==> src/rtl/palette_nearest_color_nibble_pack_defines.svh <==
// Assertion helpers shared by the RTL files.
`ifndef PALETTE_NEAREST_COLOR_NIBBLE_PACK_DEFINES_SVH
`define PALETTE_NEAREST_COLOR_NIBBLE_PACK_DEFINES_SVH

// Checked at every rising edge outside reset.
`define PNC_ASSERT(lbl, prop, msg) \
  lbl: assert property (@(posedge clk_i) disable iff (!rst_ni) prop) else $error(msg);

// Checked at every rising edge, reset included.
`define PNC_ASSERT_ALWAYS(lbl, prop, msg) \
  lbl: assert property (@(posedge clk_i) prop) else $error(msg);

`endif

==> src/rtl/pnc_pkg.sv <==
`timescale 1ns / 1ps
package pnc_pkg;

  localparam int COLOR_W             = 8;
  localparam int IDX_W               = 4;
  localparam int STORE_DEPTH         = 16;
  localparam int PALETTE_ENTRIES_DEF = 16;
  // Three squared 8-bit differences sum to at most 195075.
  localparam int DIST_W              = 18;
  localparam int BYTE_W              = 2 * IDX_W;

  typedef enum logic {
    ACT_LOAD  = 1'b0,
    ACT_PIXEL = 1'b1
  } pnc_action_e;

  // One word as it travels down the row of cells.
  typedef struct packed {
    logic               valid;
    logic               action;
    logic [IDX_W-1:0]   entry_index;
    logic [COLOR_W-1:0] red;
    logic [COLOR_W-1:0] green;
    logic [COLOR_W-1:0] blue;
    logic               row_end;
    logic [DIST_W-1:0]  best_dist;
    logic [IDX_W-1:0]   best_idx;
  } pnc_token_t;

endpackage

==> src/rtl/pnc_cell.sv <==
`timescale 1ns / 1ps
`include "palette_nearest_color_nibble_pack_defines.svh"
module pnc_cell import pnc_pkg::*; #(
  parameter int CELL_IDX = 0
) (
  input  logic       clk_i,
  input  logic       rst_ni,
  input  logic       adv_i,
  input  pnc_token_t tok_i,
  output pnc_token_t tok_o
);

  logic [3*COLOR_W-1:0] pal_q, pal_d;
  pnc_token_t           tok_q, tok_d;

  logic [COLOR_W-1:0]   diff_r, diff_g, diff_b;
  logic [2*COLOR_W-1:0] sq_r, sq_g, sq_b;
  logic [DIST_W-1:0]    cand_dist;
  logic                 is_load, is_pixel;

  assign is_load  = tok_i.valid && (tok_i.action == ACT_LOAD) &&
                    (tok_i.entry_index == IDX_W'(CELL_IDX));
  assign is_pixel = tok_i.valid && (tok_i.action == ACT_PIXEL);

  always_comb begin
    diff_r = (tok_i.red > pal_q[3*COLOR_W-1:2*COLOR_W]) ?
             tok_i.red - pal_q[3*COLOR_W-1:2*COLOR_W] :
             pal_q[3*COLOR_W-1:2*COLOR_W] - tok_i.red;
    diff_g = (tok_i.green > pal_q[2*COLOR_W-1:COLOR_W]) ?
             tok_i.green - pal_q[2*COLOR_W-1:COLOR_W] :
             pal_q[2*COLOR_W-1:COLOR_W] - tok_i.green;
    diff_b = (tok_i.blue > pal_q[COLOR_W-1:0]) ?
             tok_i.blue - pal_q[COLOR_W-1:0] :
             pal_q[COLOR_W-1:0] - tok_i.blue;
    sq_r = (2*COLOR_W)'(diff_r) * (2*COLOR_W)'(diff_r);
    sq_g = (2*COLOR_W)'(diff_g) * (2*COLOR_W)'(diff_g);
    sq_b = (2*COLOR_W)'(diff_b) * (2*COLOR_W)'(diff_b);
    cand_dist = DIST_W'(sq_r) + DIST_W'(sq_g) + DIST_W'(sq_b);
  end

  always_comb begin
    pal_d = pal_q;
    tok_d = tok_q;
    if (adv_i) begin
      // A load lands here as it passes, so words behind it see the new color.
      if (is_load) begin
        pal_d = {tok_i.red, tok_i.green, tok_i.blue};
      end
      tok_d = tok_i;
      // Strict compare keeps the lower index on a tie.
      if (is_pixel && (cand_dist < tok_i.best_dist)) begin
        tok_d.best_dist = cand_dist;
        tok_d.best_idx  = IDX_W'(CELL_IDX);
      end
    end
  end

  always_ff @(posedge clk_i or negedge rst_ni) begin
    if (!rst_ni) begin
      pal_q <= '0;
      tok_q <= '0;
    end else begin
      pal_q <= pal_d;
      tok_q <= tok_d;
    end
  end

  assign tok_o = tok_q;

  `PNC_ASSERT(a_idx_bound, tok_q.valid |-> (tok_q.best_idx <= IDX_W'(CELL_IDX)), "best index beyond cell")
  `PNC_ASSERT(a_hold_on_stall, !adv_i |=> $stable(tok_q), "token moved while stalled")
  `PNC_ASSERT(a_dist_monotone, (adv_i && is_pixel) |=> (tok_q.best_dist <= $past(tok_i.best_dist)), "best distance grew")

endmodule

==> config.mk <==
export PLATFORM = sky130hd
export DESIGN_NAME = pnc_cell
export DESIGN_NICKNAME = d
export VERILOG_FILES = /design/src/rtl/pnc_pkg.sv /design/src/rtl/pnc_cell.sv
export VERILOG_INCLUDE_DIRS = /design/src /design/src/rtl
export SDC_FILE = /design/constraint.sdc
export NUM_CORES = 1
export LEC_CHECK = 0
export BUFFER_PORTS_ARGS = -buffer_cell sky130_fd_sc_hd__buf_2
export CORE_MARGIN = 8
export CORE_UTILIZATION = 40
export DETAILED_ROUTE_END_ITERATION = 10
export GPL_TIMING_DRIVEN = 0
export SKIP_LAST_GASP = 1
export SYNTH_ARGS = -nofsm -noshare
export SYNTH_HDL_FRONTEND = slang
export SYNTH_SLANG_ARGS = --single-unit
==> constraint.sdc <==
create_clock -name clk_i -period 13.2 [get_ports clk_i]
set_clock_uncertainty 0.15 [all_clocks]
set_input_delay 3.96 -clock clk_i [delete_from_list [all_inputs] [get_ports clk_i]]
set_output_delay 3.96 -clock clk_i [all_outputs]
set_load 0.03 [all_outputs]
==> impl_metrics.json <==
{
  "status": "finished clean",
  "ys_seq_area_share_pct": 17.52,
  "slew_violations": 0,
  "cts.path.max_buffers": 2,
  "area_growth_pct": 20.33,
  "place_ws_ns": -1.111,
  "synth_edf_count": 0,
  "critPathMostFrequentCell": "fa_1",
  "period_minus_slack_ns": 13.07,
  "ys_ff_latch": 77,
  "syn_area_per_cell_um2": 9.374,
  "timing.slew.headroom_pct": 46.49,
  "placeableCoreArea_um2": 26950,
  "fin_crit_sh_pct": 99.01,
  "synthDistinctLibCells": 67,
  "pin_count": 109,
  "grt_pass1_vias": 8636,
  "die_h_um": 181.8,
  "critPathLaunchType": "input port",
  "worst-path-buf-inv": 7,
  "drt_iter0_drc": 381,
  "holdCritPathClass": "flop to flop",
  "overflow": 0,
  "io_buffers": 108,
  "cp_slowest_stage_delay_ns": 0.54,
  "hold_start": "tok_o[26]$_DFFE_PN0P_",
  "worstPathArrival_ns": 13.15,
  "grt_pass1_wl_mm": 42.32,
  "drt_wl_total_mm": 25.59,
  "fin_ws_ns": 0.1311,
  "dpl.hpwl_mm": 21.00,
  "drtAntennaViolNets": 0,
  "final_layout_size_suffix_gt1_share_pct": 23.91,
  "critPathRequiredTime_ns": 13.28,
  "via_per_inst": 4.963,
  "hold_depth": 1,
  "cp_max_fo": 4,
  "synth_async_sr_flop_share_pct": 100.0,
  "rsz0062_at_grt": "true",
  "rrSetupSlack_ns": 3.49,
  "antenna_found_initial": 0,
  "synthFlopType": "dfrtp_1",
  "wl_per_cell_um": 15.13,
  "netlist_area_um2": 11000,
  "die_w_um": 181.8,
  "final_cells": 1692,
  "reg2reg_depth": 36,
  "grt_max_degree": 62,
  "setup_viol": 0,
  "hold_buffers": 0,
  "cts_made_buffers": 9,
  "fp-row-count": 60,
  "syn-num-nets": 1509,
  "cp.depth": 38,
  "hold_viol_final": 0,
  "antenna_cells": 0,
  "cts-htree-levels": 3,
  "cp_top_family": "adder cells",
  "drc": 0,
  "cap_violations": 0,
  "cts_root_buf": "clkbuf_16",
  "end_kind": "flop",
  "yosysWarnings": 0,
  "fmaxAchievable_ghz": 0.07652,
  "clk_pin_slew_ns": 0.07,
  "n_fill_cell": 2531,
  "tritoncts": "yes",
  "fin_nets": 1682,
  "first_pass_iters": 5,
  "tightest_slew_ns": 0.8027,
  "clock-sinks": 77,
  "worstReg2RegEnd": "tok_o[9]$_DFFE_PN0P_",
  "synth_cells": 1173,
  "initial_utilization_pct": 40.80,
  "vias": 8397,
  "place_congestion": 0.8361,
  "criticalPathCategory": "input port to flop",
  "r2r-start": "pal_q[16]$_DFFE_PN0P_",
  "placed_cells": 1623,
  "clock_latency_ns": 0.35,
  "whs_endpoint": "tok_o[26]$_DFFE_PN0P_",
  "cpMaxStageDelayCell": "fa_1",
  "grt_usage_pct": 15.68,
  "dieArea_um2": 33050
}
[cells in the final DEF (no fill, tap or decap), drive strengths merged, types with 7 or more instances in the layout]
cell type | netlist | layout
mux2i | 31 | 31
xnor2 | 23 | 23
inv | 282 | 281
nand2b | 14 | 14
or2 | 12 | 12
fa | 139 | 139
nor2b | 7 | 7
mux2 | 38 | 38
a21o | 29 | 29
o21bai | 10 | 10
clkbuf | 16 | 26
nand4 | 10 | 10
a21oi | 62 | 62
buf | 11 | 171
xor2 | 10 | 10
nor2 | 97 | 97
o21ai | 43 | 43
nand2 | 50 | 51
ha | 141 | 141
dfrtp | 77 | 77
nand3 | 10 | 10
[cells in the mapped netlist (3+ instances only)]
| library cell | number | area [um^2] |
|---|---|---|
| buf_6 | 4 | 45.04 |
| nor2_1 | 95 | 356.6 |
| clkbuf_1 | 15 | 56.30 |
| inv_1 | 281 | 1055 |
| nand2b_1 | 14 | 87.58 |
| nor2b_1 | 6 | 37.54 |
| o21ai_1 | 5 | 25.02 |
| nand3_1 | 9 | 45.04 |
| xnor2_1 | 19 | 166.4 |
| o21ai_2 | 3 | 26.28 |
| mux2_2 | 38 | 427.9 |
| nand4_1 | 9 | 56.30 |
| o21a_1 | 3 | 22.52 |
| o22ai_1 | 5 | 31.28 |
| and3_1 | 3 | 18.77 |
| xnor2_2 | 4 | 65.06 |
| fa_1 | 139 | 2783 |
| a21oi_2 | 5 | 43.79 |
| o21ai_0 | 35 | 175.2 |
| a221o_1 | 3 | 30.03 |
| o221ai_1 | 3 | 26.28 |
| and4_1 | 3 | 26.28 |
| mux2i_1 | 30 | 300.3 |
| a21o_1 | 29 | 217.7 |
| a21oi_1 | 57 | 285.3 |
| and2_1 | 6 | 37.54 |
| xor2_1 | 9 | 78.83 |
| nand2_1 | 49 | 183.9 |
| or3_1 | 3 | 18.77 |
| ha_1 | 141 | 1764 |
| or2_1 | 6 | 37.54 |
| dfrtp_1 | 77 | 1927 |
| o21bai_1 | 10 | 75.07 |
| buf_2 | 5 | 25.02 |
| a211oi_1 | 5 | 37.54 |
| or2_2 | 6 | 37.54 |
| a31oi_1 | 3 | 18.77 |
[routing by layer]
layer / GRT usage, % / wire length [um] / vias up
met5: 0 / 0 / -
met2: 27.56 / 13110 / 126
li1: - / - / 4061
met4: 3.313 / 265 / 0
met3: 2.375 / 855 / 16
met1: 20.08 / 11360 / 4194
[timing repair]
item                       CTS  global route
buffers inserted            18            33
setup endpoints to repair   22            22
pin swaps                   21            83
gates resized for setup     38            71
gates cloned                 1             1
[kinds of logic after synthesis]
| group | count (synthesis) | synth area share [%] |
|---|---|---|
| buffers and inverters | 309 | 10.96 |
| AO/OA/AOI/OAI | 183 | 10.84 |
| multiplexers | 69 | 6.748 |
| adder cells (fa/ha/maj) | 280 | 41.35 |
| flip-flops | 77 | 17.52 |
| XOR/XNOR | 33 | 2.970 |
| AND/OR/NAND/NOR | 222 | 9.604 |
[flip-flops by register name (all words and copies together) (netlist names)]
| name | count |
|---|---|
| pal_q | 24 |
| tok_o | 53 |
[stage by stage]
stage	TNS, ns	utilization (%)	hold slack [ns]	instance area (um^2)
2_1_floorplan	0	-	0.3253	11000
3_3_place_gp	-18.23	44.39	0.3341	11960
3_5_place_dp	-20.40	44.50	0.3399	11990
4_1_cts	0	46.99	0.3548	12660
5_1_grt	-3.819	49.09	0.3657	13230
6_report	0	49.09	0.3509	13230
[layout make-up]
class / count / area (um^2) / area share (%)
Buffer: 27 / 167.7 / 1.267
Clock buffer: 9 / 225.2 / 1.702
Clock inverter: 7 / 100.1 / 0.7565
Inverter: 282 / 1067 / 8.066
Multi-Input combinational cell: 788 / 8318 / 62.87
Sequential cell: 77 / 1927 / 14.56
Tap cell: 341 / 426.7 / 3.225
Timing Repair Buffer: 161 / 999.7 / 7.556
[worst max path at each step]
stage / end / start / slack (ns)
after floorplan: tok_o[9]$_DFFE_PN0P_ / tok_i[39] / 0.16
after global placement: tok_o[9]$_DFFE_PN0P_ / tok_i[39] / -1.02
after detailed placement: tok_o[9]$_DFFE_PN0P_ / tok_i[39] / -1.11
after CTS: tok_o[15]$_DFFE_PN0P_ / tok_i[31] / 0.005
after global routing: tok_o[9]$_DFFE_PN0P_ / tok_i[31] / -0.23
final: tok_o[9]$_DFFE_PN0P_ / tok_i[39] / 0.13
Power is not shown: default switching activity piles up to over one toggle a cycle in this logic, so the estimate is an artifact.
