### src/rtl/palette_nearest_color_nibble_pack_defines.svh
// Assertion helpers shared by the RTL files.
`ifndef PALETTE_NEAREST_COLOR_NIBBLE_PACK_DEFINES_SVH
`define PALETTE_NEAREST_COLOR_NIBBLE_PACK_DEFINES_SVH

// Checked at every rising edge outside reset.
`define PNC_ASSERT(lbl, prop, msg) \
  lbl: assert property (@(posedge clk_i) disable iff (!rst_ni) prop) else $error(msg);

// Checked at every rising edge, reset included.
`define PNC_ASSERT_ALWAYS(lbl, prop, msg) \
  lbl: assert property (@(posedge clk_i) prop) else $error(msg);

`endif

### src/rtl/pnc_pkg.sv
`timescale 1ns / 1ps
package pnc_pkg;

  localparam int COLOR_W             = 8;
  localparam int IDX_W               = 4;
  localparam int STORE_DEPTH         = 16;
  localparam int PALETTE_ENTRIES_DEF = 16;
  // Three squared 8-bit differences sum to at most 195075.
  localparam int DIST_W              = 18;
  localparam int BYTE_W              = 2 * IDX_W;

  typedef enum logic {
    ACT_LOAD  = 1'b0,
    ACT_PIXEL = 1'b1
  } pnc_action_e;

  // One word as it travels down the row of cells.
  typedef struct packed {
    logic               valid;
    logic               action;
    logic [IDX_W-1:0]   entry_index;
    logic [COLOR_W-1:0] red;
    logic [COLOR_W-1:0] green;
    logic [COLOR_W-1:0] blue;
    logic               row_end;
    logic [DIST_W-1:0]  best_dist;
    logic [IDX_W-1:0]   best_idx;
  } pnc_token_t;

endpackage

### src/rtl/pnc_pack.sv
`timescale 1ns / 1ps
`include "palette_nearest_color_nibble_pack_defines.svh"
module pnc_pack import pnc_pkg::*; (
  input  logic              clk_i,
  input  logic              rst_ni,
  input  pnc_token_t        tok_i,
  input  logic              out_ready_i,
  output logic              adv_o,
  output logic              out_valid_o,
  output logic [BYTE_W-1:0] packed_byte_o
);

  logic              pending_q, pending_d;
  logic [IDX_W-1:0]  held_q, held_d;
  logic              out_valid_q, out_valid_d;
  logic [BYTE_W-1:0] out_byte_q, out_byte_d;
  logic              is_pixel;

  // The whole row moves whenever the output word is empty or being taken.
  assign adv_o    = !out_valid_q || out_ready_i;
  assign is_pixel = tok_i.valid && (tok_i.action == ACT_PIXEL);

  always_comb begin
    pending_d   = pending_q;
    held_d      = held_q;
    out_valid_d = out_valid_q;
    out_byte_d  = out_byte_q;
    if (adv_o) begin
      out_valid_d = 1'b0;
      if (is_pixel) begin
        if (pending_q) begin
          out_valid_d = 1'b1;
          out_byte_d  = {held_q, tok_i.best_idx};
          pending_d   = 1'b0;
          held_d      = '0;
        end else if (tok_i.row_end) begin
          out_valid_d = 1'b1;
          out_byte_d  = {tok_i.best_idx, IDX_W'(0)};
        end else begin
          held_d    = tok_i.best_idx;
          pending_d = 1'b1;
        end
      end
    end
  end

  always_ff @(posedge clk_i or negedge rst_ni) begin
    if (!rst_ni) begin
      pending_q   <= 1'b0;
      held_q      <= '0;
      out_valid_q <= 1'b0;
    end else begin
      pending_q   <= pending_d;
      held_q      <= held_d;
      out_valid_q <= out_valid_d;
    end
  end

  always_ff @(posedge clk_i) begin
    out_byte_q <= out_byte_d;
  end

  assign out_valid_o   = out_valid_q;
  assign packed_byte_o = out_byte_q;

  `PNC_ASSERT(a_odd_row_end, (adv_o && is_pixel && !pending_q && tok_i.row_end) |=> (out_valid_q && (out_byte_q[IDX_W-1:0] == '0)), "odd row end byte has nonzero low nibble")
  `PNC_ASSERT(a_first_held, (adv_o && is_pixel && !pending_q && !tok_i.row_end) |=> (pending_q && !out_valid_q), "first pixel of pair not held")
  `PNC_ASSERT(a_pair_clears, (adv_o && is_pixel && pending_q) |=> (!pending_q && (held_q == '0) && out_valid_q), "pair did not emit and clear")

endmodule

### config.mk
export PLATFORM = sky130hd
export DESIGN_NAME = pnc_pack
export DESIGN_NICKNAME = d
export VERILOG_FILES = /design/src/rtl/pnc_pkg.sv /design/src/rtl/pnc_pack.sv
export VERILOG_INCLUDE_DIRS = /design/src /design/src/rtl
export SDC_FILE = /design/constraint.sdc
export NUM_CORES = 1
export LEC_CHECK = 0
export ABC_AREA = 1
export BUFFER_PORTS_ARGS = -buffer_cell sky130_fd_sc_hd__buf_2
export CORE_ASPECT_RATIO = 1.2
export CORE_UTILIZATION = 25
export DETAILED_ROUTE_END_ITERATION = 8
export PLACE_DENSITY_LB_ADDON = 0.25
export SYNTH_ARGS = -nofsm -noshare
export SYNTH_HDL_FRONTEND = slang
export SYNTH_SLANG_ARGS = --single-unit
### constraint.sdc
create_clock -name clk_i -period 2.2 [get_ports clk_i]
set_input_delay 0.22 -clock clk_i [delete_from_list [all_inputs] [get_ports clk_i]]
set_output_delay 0.22 -clock clk_i [all_outputs]
set_load 0.01 [all_outputs]
==> results.ini, run 1 <==
[synth]
async_flop_share=0.429
synth-edff-count=8
synth_most_common_cell=nand2_1
yosys_warnings=0
synth_common_cells=nand2_1, inv_1, edfxtp_1, dfrtp_1, nor2_1
syn_nets=121
synth.avg_cell_area_um2=9.80
synth.largest_area_cell=edfxtp_1
syn_area_um2=637
synth_cell_types=16
yosysSeqAreaShare=0.613
synth.top_cells.by_area=edfxtp_1, dfrtp_1, nand2_1
synth_top_area_share=0.377
ys_ff_latch=14
synth_cells=65
synth_flop_cell=edfxtp_1

[placement]
io_buffer_count=19
hpwl_um=816
gp_congestion=0.697

[clocking]
cts_tree=built
root_buffer=clkbuf_4
clock_path_buffers=2
cts-resized-gates=0
cts_made_buffers=3
clock_sinks=14
post_cts_buffers=0
clkTransAtPathRegs_ns=0.09
insertion_delay_ns=0.28
htree_num_levels=1

[setup_path]
end_kind=flop
crit_type=reg2reg
path_max_fanout=9
critical-path-top-delay-family=simple AND/OR/NAND/NOR gates
cp.required_ns=2.14
arrival_ns=1.30
cp_cell_sequence=nand2_2 -> nand2_1 -> nor2_2
critPathMaxStageDelay_ns=0.40
crit_buf_inv=0
startpoint_type=flop
cpMaxStageDelayCell=dfrtp_1

[timing]
fin_skew_ns=0.00452
timing.hold.ws_ns=0.200
fin_crit_ns=1.36
max_slew.worst_pin.slew_ns=0.425
rsz0062_at_grt=false
setup_viol=0
fin_setup_tns_ns=0
hold_viol_final=0
slew_headroom=0.717
finalMaxSlewViolations=0
fin_crit_sh=0.618
max_freq_ghz=0.735

[detailed_routing]
antenna_left=0
vias_per_cell=3.97
drc_errors=0
drt_iter0_markers=0
avgRoutedWirePerCell_um=8.69
drt-pass1-iter-count=1
drt_wl_total_um=1030
via_count=473

[pwr]
leakage_uw=0.000406
seqPwrFrac=0.541
power.internal_uw=432
switchingPower_uw=180
p_sw_frac=0.295
peakVddDrop_v=0.000218
total_power_uw=613
pwr-share-clk=0.254
power_density_nw_per_um2=770
p_comb_frac=0.205

[global_route]
grt_pass1_wl_um=1780
gr-total-overflow=0
met2_usage=0.131
met1_usage=0.116
met3_usage=0.0190
grt_usage=0.0938
grt_max_degree=19
first_global_vias=412
antenna_found_initial=0
busiest_layer=met2

[cells_and_area]
diodes=0
area_delta_synth_final_pct=25.0
nNetsFinal=145
seqCellArea_um2=390
drive_above_1_share=0.330
multi_input_area_um2=186
fillers=249

[flow_run]
drv_cap=0

[status]
status=completed

[worst_hold_path]
hold_class=in2reg

[die]
io_pins=66
dieHeight_um=57.3
rows=19
core_area_um2=2350
fp.dieW_um=48.1
dieArea_um2=2750
start_util=0.271

==> registers in the layout (all words and copies together), names as in the netlist <==
signal	cells
held_q	4
out_valid_o	1
packed_byte_o	8
pending_q	1
==> metal layers <==
layer  vias up  part of all wire
met1       199              0.45
met5         -                 0
met3         5             0.040
li1        253                 -
met2        16              0.47
met4         0             0.041
==> logic make-up (layout without fill, tap and decap cells) <==
| logic type | Yosys count | count (layout) | share of synthesized area |
|---|---|---|---|
| buffers and inverters | 13 | 36 | 0.0943 |
| AO/OA/AOI/OAI | 6 | 6 | 0.0471 |
| flip-flops | 14 | 14 | 0.613 |
| AND/OR/NAND/NOR | 32 | 32 | 0.246 |
==> final timing paths <==
| kind | start | to | slack (ns) | cells after the start |
|---|---|---|---|---|
| worst max-delay path | out_valid_o | packed_byte_o[2] | 0.84 | 3 |
| worst min-delay path | tok_i[1] | packed_byte_o[1] | 0.20 | 3 |
| worst max register to register | out_valid_o | packed_byte_o[2] | 0.84 | 3 |
| worst min register to register | held_q[1] | held_q[1] | 0.49 | 2 |
| max in group asynchronous | rst_ni | out_valid_o | 1.78 | 2 |
| min in group asynchronous | rst_ni | held_q[0] | 0.28 | 2 |
==> layout make-up <==
type                    count  area share
inverters                  11      0.0519
flip-flops and latches     14       0.491
multi-input cells          38       0.234
clock buffers               3      0.0283
well taps                  31      0.0487
clock inverters             1     0.00472
repair buffers             21       0.142
==> cell usage in the layout, fill, tap and decap left out, types with 2 or more instances in the layout <==
master	count
buf_2	19
clkbuf_4	3
dfrtp_1	6
edfxtp_1	8
inv_1	9
inv_2	2
nand2_1	18
nand4_1	4
nor2_1	6
o21ai_0	4
==> what timing repair did <==
item,4_1_cts,5_1_grt
hold buffers,1,0
hold endpoints to repair,6,0
endpoints found under the setup margin,0,0
==> tightest hold or removal path, cell delays in order <==
cell,delay (ns)
buf_2,0.09
nand2_1,0.04
inv_1,0.04
==> metrics by stage <==
stage                     utilization  setup WS [ns]  instances  cell area [um2]
after CTS                       0.338          0.815        119              796
after floorplan                     -          0.911         65              637
final                           0.338          0.840        119              796
after global routing            0.338          0.719        119              796
after detailed placement        0.323          0.827        114              759
after global placement          0.323          0.863        114              759
==> power groups by stage <==
stage | Clock [uW] | Combinational [uW] | Sequential [uW]
floorplan | 0 | 89.3 | 343
global placement | 0 | 124 | 337
detailed placement | 0 | 127 | 337
CTS | 155 | 128 | 332
global route | 168 | 146 | 336
finish | 156 | 126 | 331
(Power assumes the default switching activity.)
==> run 2, diff against run 1 <==
==> constraint.sdc (replaced) <==
create_clock -name clk_i -period 1.42 [get_ports clk_i]
set_input_delay 0.142 -clock clk_i [delete_from_list [all_inputs] [get_ports clk_i]]
set_output_delay 0.142 -clock clk_i [all_outputs]
set_load 0.01 [all_outputs]
==> run 2 against run 1 <==
Register-to-register slack got worse by 0.48 ns. First-iteration DRC count is 9 higher. Non-clock buffer count grew 2. Sequential power rose by 56%. Critical path depth unchanged. Flip-flop and latch count stayed put. Utilization is 0.64 points higher. Design area up 1.9%. Clock skew is 0.0028 ns higher. Total power rose by 54%. Via count rose by 1.3%.
==> results.ini, run 2 (synthesis gave the netlist of run 1 again) <==
[timing]
max_slew.worst_pin.slew_ns=0.154  ; was 0.425 ns
fin_setup_tns_ns=0  ; unchanged
fin_skew_ns=0.00729  ; was 0.00452 ns
fin_crit_ns=1.18
setup_ws_ns=0.241  ; was 0.840 ns
fin_crit_sh=0.831
setup_viol=0  ; unchanged
rsz0062_at_grt=false  ; unchanged
finalMaxSlewViolations=0  ; unchanged
max_freq_ghz=0.848
slew_headroom=0.896  ; was 0.717
hold_viol_final=0  ; unchanged

[die]
fp.dieW_um=48.1  ; unchanged
io_pins=66  ; unchanged
rows=19  ; unchanged
core_area_um2=2350  ; unchanged
dieArea_um2=2750  ; unchanged
dieHeight_um=57.3  ; unchanged
start_util=0.271  ; unchanged

[status]
status=completed  ; unchanged

[worst_hold_path]
holdPathStages=3  ; unchanged
hold_class=in2reg  ; unchanged

[setup_path]
end_kind=output port  ; was flop
path_max_fanout=8  ; was 9
crit_buf_inv=2  ; was 0
cp_num_cells=3  ; unchanged
critical-path-top-delay-family=flip-flops  ; was simple AND/OR/NAND/NOR gates
arrival_ns=1.04  ; was 1.30 ns
rr_worst_depth=4  ; was 3
cp_cell_sequence=nand2_2 -> buf_4 -> buf_2  ; was nand2_2 -> nand2_1 -> nor2_2
critPathMaxStageDelay_ns=0.39  ; was 0.40 ns
crit_type=reg2out  ; was reg2reg
cp.required_ns=1.28  ; was 2.14 ns
startpoint_type=flop  ; unchanged
cpMaxStageDelayCell=dfrtp_1  ; unchanged

[cells_and_area]
nNetsFinal=147  ; was 145
drive_above_1_share=0.344  ; was 0.330
final_common_cell=buf_2  ; unchanged
diodes=0  ; unchanged
stdcell_count=121  ; was 119
area_delta_synth_final_pct=27.3  ; was 25.0%
largest_reg_flops=8  ; unchanged
mostFrequentLayoutCells=buf_2, nand2_1, inv_1, edfxtp_1  ; unchanged

[global_route]
gr-total-overflow=0  ; unchanged
first_global_vias=419  ; was 412
antenna_found_initial=0  ; unchanged
grt_pass1_wl_um=1740  ; was 1780 um
grt_max_degree=18  ; was 19
grt_usage=0.0890  ; was 0.0938

[detailed_routing]
drt_wl_total_um=1020  ; was 1030 um
avgRoutedWirePerCell_um=8.40  ; was 8.69 um
drc_errors=0  ; unchanged
via_count=479  ; was 473
vias_per_cell=3.96  ; was 3.97
antenna_left=0  ; unchanged
drt-pass1-iter-count=4  ; was 1
drt_iter0_markers=9  ; was 0

[placement]
place_ws_ns=0.360  ; was 0.827 ns
io_buffer_count=19  ; unchanged
dp_cells=116  ; was 114
gp_congestion=0.667  ; was 0.697
hpwl_um=789  ; was 816 um

[clocking]
post_cts_buffers=0  ; unchanged
clkTransAtPathRegs_ns=0.09  ; about the same
root_buffer=clkbuf_4  ; unchanged
insertion_delay_ns=0.28  ; about the same
clock_path_buffers=2  ; unchanged
cts_tree=built  ; unchanged
htree_num_levels=1  ; unchanged
cts_made_buffers=3  ; unchanged
clock_sinks=14  ; unchanged

[pwr]
total_power_uw=943  ; was 613 uW
peakVddDrop_v=0.000406  ; was 0.000218 V
power_density_nw_per_um2=1160  ; was 770 nW/um2
leakage_uw=0.000416  ; was 0.000406 uW

[flow_run]
drv_cap=0  ; unchanged

## run 2: layout make-up
class / count / area, um2
multi-input combinational: 38 / 186
timing repair buffer: 23 / 128
inverter: 11 / 41.3
fill: 251 / 1540
clock buffer: 3 / 22.5
sequential: 14 / 390
tap: 31 / 38.8
clock inverter: 1 / 3.75
## run 2: timing repair
action                                  in CTS  in global routing
hold buffers                                 1                  0
resized for setup                            0                  0
endpoints found under the setup margin       0                  0
hold endpoints to repair                     6                  0
## run 2: worst register-to-register path: cells and delay by family (launching register included)
family	cells	cell delay, ns
AND/OR/NAND/NOR	3	0.22
flip-flops	1	0.39
buffers and inverters	1	0.17
## run 2: per-layer routing
metal,global-route usage,vias to the layer above,part of all wire
met5,0,-,0
met4,0.0595,0,0.030
met3,0.0190,5,0.041
met2,0.127,18,0.46
met1,0.116,199,0.46
li1,-,257,-
## run 2: where the power goes
group          switching (uW)  internal (uW)  leakage, uW
sequential               21.8            493     0.000152
combinational             119           79.4     0.000248
clock                     128            102    0.0000154
total                     269            674     0.000416
## run 2: through the flow
stage	utilization	instance area (um2)	hold slack [ns]
after floorplan	-	637	-0.154
after global placement	0.329	774	-0.0228
after detailed placement	0.329	774	-0.0229
after CTS	0.344	811	0.126
after global routing	0.344	811	0.132
final	0.344	811	0.126
## run 2: worst paths after layout
check                      slack (ns)               end         from
max in group asynchronous        1.06         held_q[2]       rst_ni
min in group asynchronous        0.21         held_q[0]       rst_ni
setup / recovery                 0.24             adv_o  out_valid_o
hold reg to reg                  0.49         held_q[2]    held_q[2]
setup reg to reg                 0.36  packed_byte_o[6]  out_valid_o
hold / removal                   0.13  packed_byte_o[1]     tok_i[1]
==> run 3, diff against run 2 <==
==> constraint.sdc (replaced) <==
create_clock -name clk_i -period 1.2 [get_ports clk_i]
set_input_delay 0.12 -clock clk_i [delete_from_list [all_inputs] [get_ports clk_i]]
set_output_delay 0.12 -clock clk_i [all_outputs]
set_load 0.01 [all_outputs]
==> run 3 against run 2 <==
Clock skew down 0.0028 ns. Flip-flop and latch count stayed put. Utilization rose by 0.74 points. Critical endpoint unchanged. Design area increased by 2.2%. Critical path depth is the same. Global-route usage increased by 0.072 points. Hold slack worse by 0.019 ns. Sequential power up 18%. Non-clock buffer count is 1 lower. Sequential share of layout area is 1.0 points lower. Total power increased by 21%. Clock power rose by 20%. Largest power group unchanged.
==> results.ini, run 3 (synthesis gave the netlist of run 1 again) <==
[placement]
io_buffer_count=19  ; unchanged
place_ws_ns=0.0577  ; was 0.360 ns
hpwl_um=835  ; was 789 um
gp_congestion=0.683  ; was 0.667

[timing]
hold_viol_final=0  ; unchanged
slew_headroom=0.686  ; was 0.896
rsz0062_at_grt=false  ; unchanged
finalMaxSlewViolations=0  ; unchanged
fin_crit_ns=1.15
fin_crit_sh=0.956
max_freq_ghz=0.872
fin_setup_tns_ns=0  ; unchanged
max_slew.worst_pin.slew_ns=0.469  ; was 0.154 ns
setup_viol=0  ; unchanged
fin_skew_ns=0.00449  ; was 0.00729 ns
setup_ws_ns=0.0527  ; was 0.241 ns

[setup_path]
startpoint_type=flop  ; unchanged
crit_buf_inv=2  ; unchanged
critPathMaxStageDelay_ns=0.41  ; was 0.39 ns
arrival_ns=1.03  ; was 1.04 ns
rrSetupSlack_ns=0.06  ; was 0.36 ns
cp.required_ns=1.08  ; was 1.28 ns
rr_worst_depth=3  ; was 4
cpMaxStageDelayCell=dfrtp_1  ; unchanged
critical-path-top-delay-family=flip-flops  ; unchanged
end_kind=output port  ; unchanged
r2r-end=packed_byte_o[3]  ; was packed_byte_o[6]
reg2reg_from=out_valid_o  ; unchanged
path_max_fanout=8  ; unchanged
crit_type=reg2out  ; unchanged
cp_cell_sequence=nand2_4 -> buf_6 -> buf_2  ; was nand2_2 -> buf_4 -> buf_2

[pwr]
switchingPower_uw=328  ; was 269 uW
pwr-share-clk=0.243  ; was 0.244
power_density_nw_per_um2=1370  ; was 1160 nW/um2
power.internal_uw=809  ; was 674 uW
peakVddDrop_v=0.000446  ; was 0.000406 V
p_sw_frac=0.289  ; was 0.285
seqPwrFrac=0.536  ; was 0.546
total_power_uw=1140  ; was 943 uW
leakage_uw=0.000421  ; was 0.000416 uW
p_comb_frac=0.221  ; was 0.210

[flow_run]
drv_cap=0  ; unchanged

[detailed_routing]
drt_wl_total_um=1110  ; was 1020 um
drt_iter0_markers=7  ; was 9
drc_errors=0  ; unchanged
antenna_left=0  ; unchanged
avgRoutedWirePerCell_um=9.20  ; was 8.40 um
drt-pass1-iter-count=4  ; unchanged
via_count=488  ; was 479
vias_per_cell=4.03  ; was 3.96

[die]
dieArea_um2=2750  ; unchanged
core_area_um2=2350  ; unchanged
start_util=0.271  ; unchanged
rows=19  ; unchanged
fp.dieW_um=48.1  ; unchanged
io_pins=66  ; unchanged
dieHeight_um=57.3  ; unchanged

[clocking]
root_buffer=clkbuf_4  ; unchanged
insertion_delay_ns=0.28  ; about the same
post_cts_buffers=0  ; unchanged
clock_path_buffers=2  ; unchanged
cts_tree=built  ; unchanged
clkTransAtPathRegs_ns=0.08  ; was 0.09 ns
clock_sinks=14  ; unchanged
cts_made_buffers=3  ; unchanged
htree_num_levels=1  ; unchanged

[cells_and_area]
utilization=0.352  ; was 0.344
mostFrequentLayoutCells=buf_2, nand2_1, inv_1, edfxtp_1  ; unchanged
drive_above_1_share=0.344  ; unchanged
area_delta_synth_final_pct=30.1  ; was 27.3%
final_common_cell=buf_2  ; unchanged
nNetsFinal=147  ; unchanged
diodes=0  ; unchanged
largest_reg_flops=8  ; unchanged

[worst_hold_path]
holdPathStages=3  ; unchanged
hp-start=tok_i[1]  ; unchanged
holdPathEnd=packed_byte_o[1]  ; unchanged
hold_class=in2reg  ; unchanged

[global_route]
grt_usage=0.0897  ; was 0.0890
gr-total-overflow=0  ; unchanged
grt_max_degree=19  ; was 18
grt_pass1_wl_um=1660  ; was 1740 um
antenna_found_initial=0  ; unchanged
first_global_vias=431  ; was 419

[status]
status=completed  ; unchanged

-- run 3: metrics by stage --
step           cells  cell area (um2)  hold slack, ns
2_1_floorplan     65              647          -0.176
3_3_place_gp     115              777         -0.0538
5_1_grt          121              828           0.106
4_1_cts          120              813           0.101
6_report         121              828           0.107
3_5_place_dp     115              777         -0.0503
-- run 3: power groups by stage --
stage          Sequential [uW]  Clock, uW  Combinational, uW
6_report                   609        276                251
5_1_grt                    615        306                284
4_1_cts                    609        286                245
3_5_place_dp               620          0                241
3_3_place_gp               618          0                237
2_1_floorplan              629          0                168
-- run 3: cell type report --
| class | count | area, um2 |
|---|---|---|
| Fill cell | 251 | 1530 |
| Sequential cell | 14 | 390 |
| Multi-Input combinational cell | 39 | 208 |
| Timing Repair Buffer | 22 | 124 |
| Inverter | 11 | 41.3 |
| Tap cell | 31 | 38.8 |
| Clock buffer | 4 | 26.3 |
-- run 3: repair_timing --
item	4_1_cts	5_1_grt
hold buffers	1	0
setup endpoints to repair	0	4
gates resized for setup	0	2
endpoints found under the hold margin	6	0
-- run 3: layer usage --
| metal | up-vias | GRT usage | share of wire |
|---|---|---|---|
| li1 | 258 | - | - |
| met1 | 212 | 0.0827 | 0.36 |
| met2 | 13 | 0.149 | 0.55 |
| met3 | 5 | 0.0222 | 0.045 |
| met4 | 0 | 0.0833 | 0.042 |
| met5 | - | 0 | 0 |
-- run 3: worst max-delay path by stage --
stage,start,endpoint,slack [ns],depth (start not counted)
finish,out_valid_o,adv_o,0.05,3
detailed placement,out_valid_o,packed_byte_o[1],0.06,3
CTS,out_valid_o,adv_o,0.01,3
global placement,out_valid_o,packed_byte_o[5],0.1,3
floorplan,out_valid_o,packed_byte_o[0],0.04,3
global route,pending_q,packed_byte_o[3],0.007,2
-- run 3: worst register-to-register path, delay by kind of cell (launching register included) --
| family | cells | cell delay [ns] |
|---|---|---|
| AND/OR/NAND/NOR | 3 | 0.42 |
| flip-flops | 1 | 0.41 |
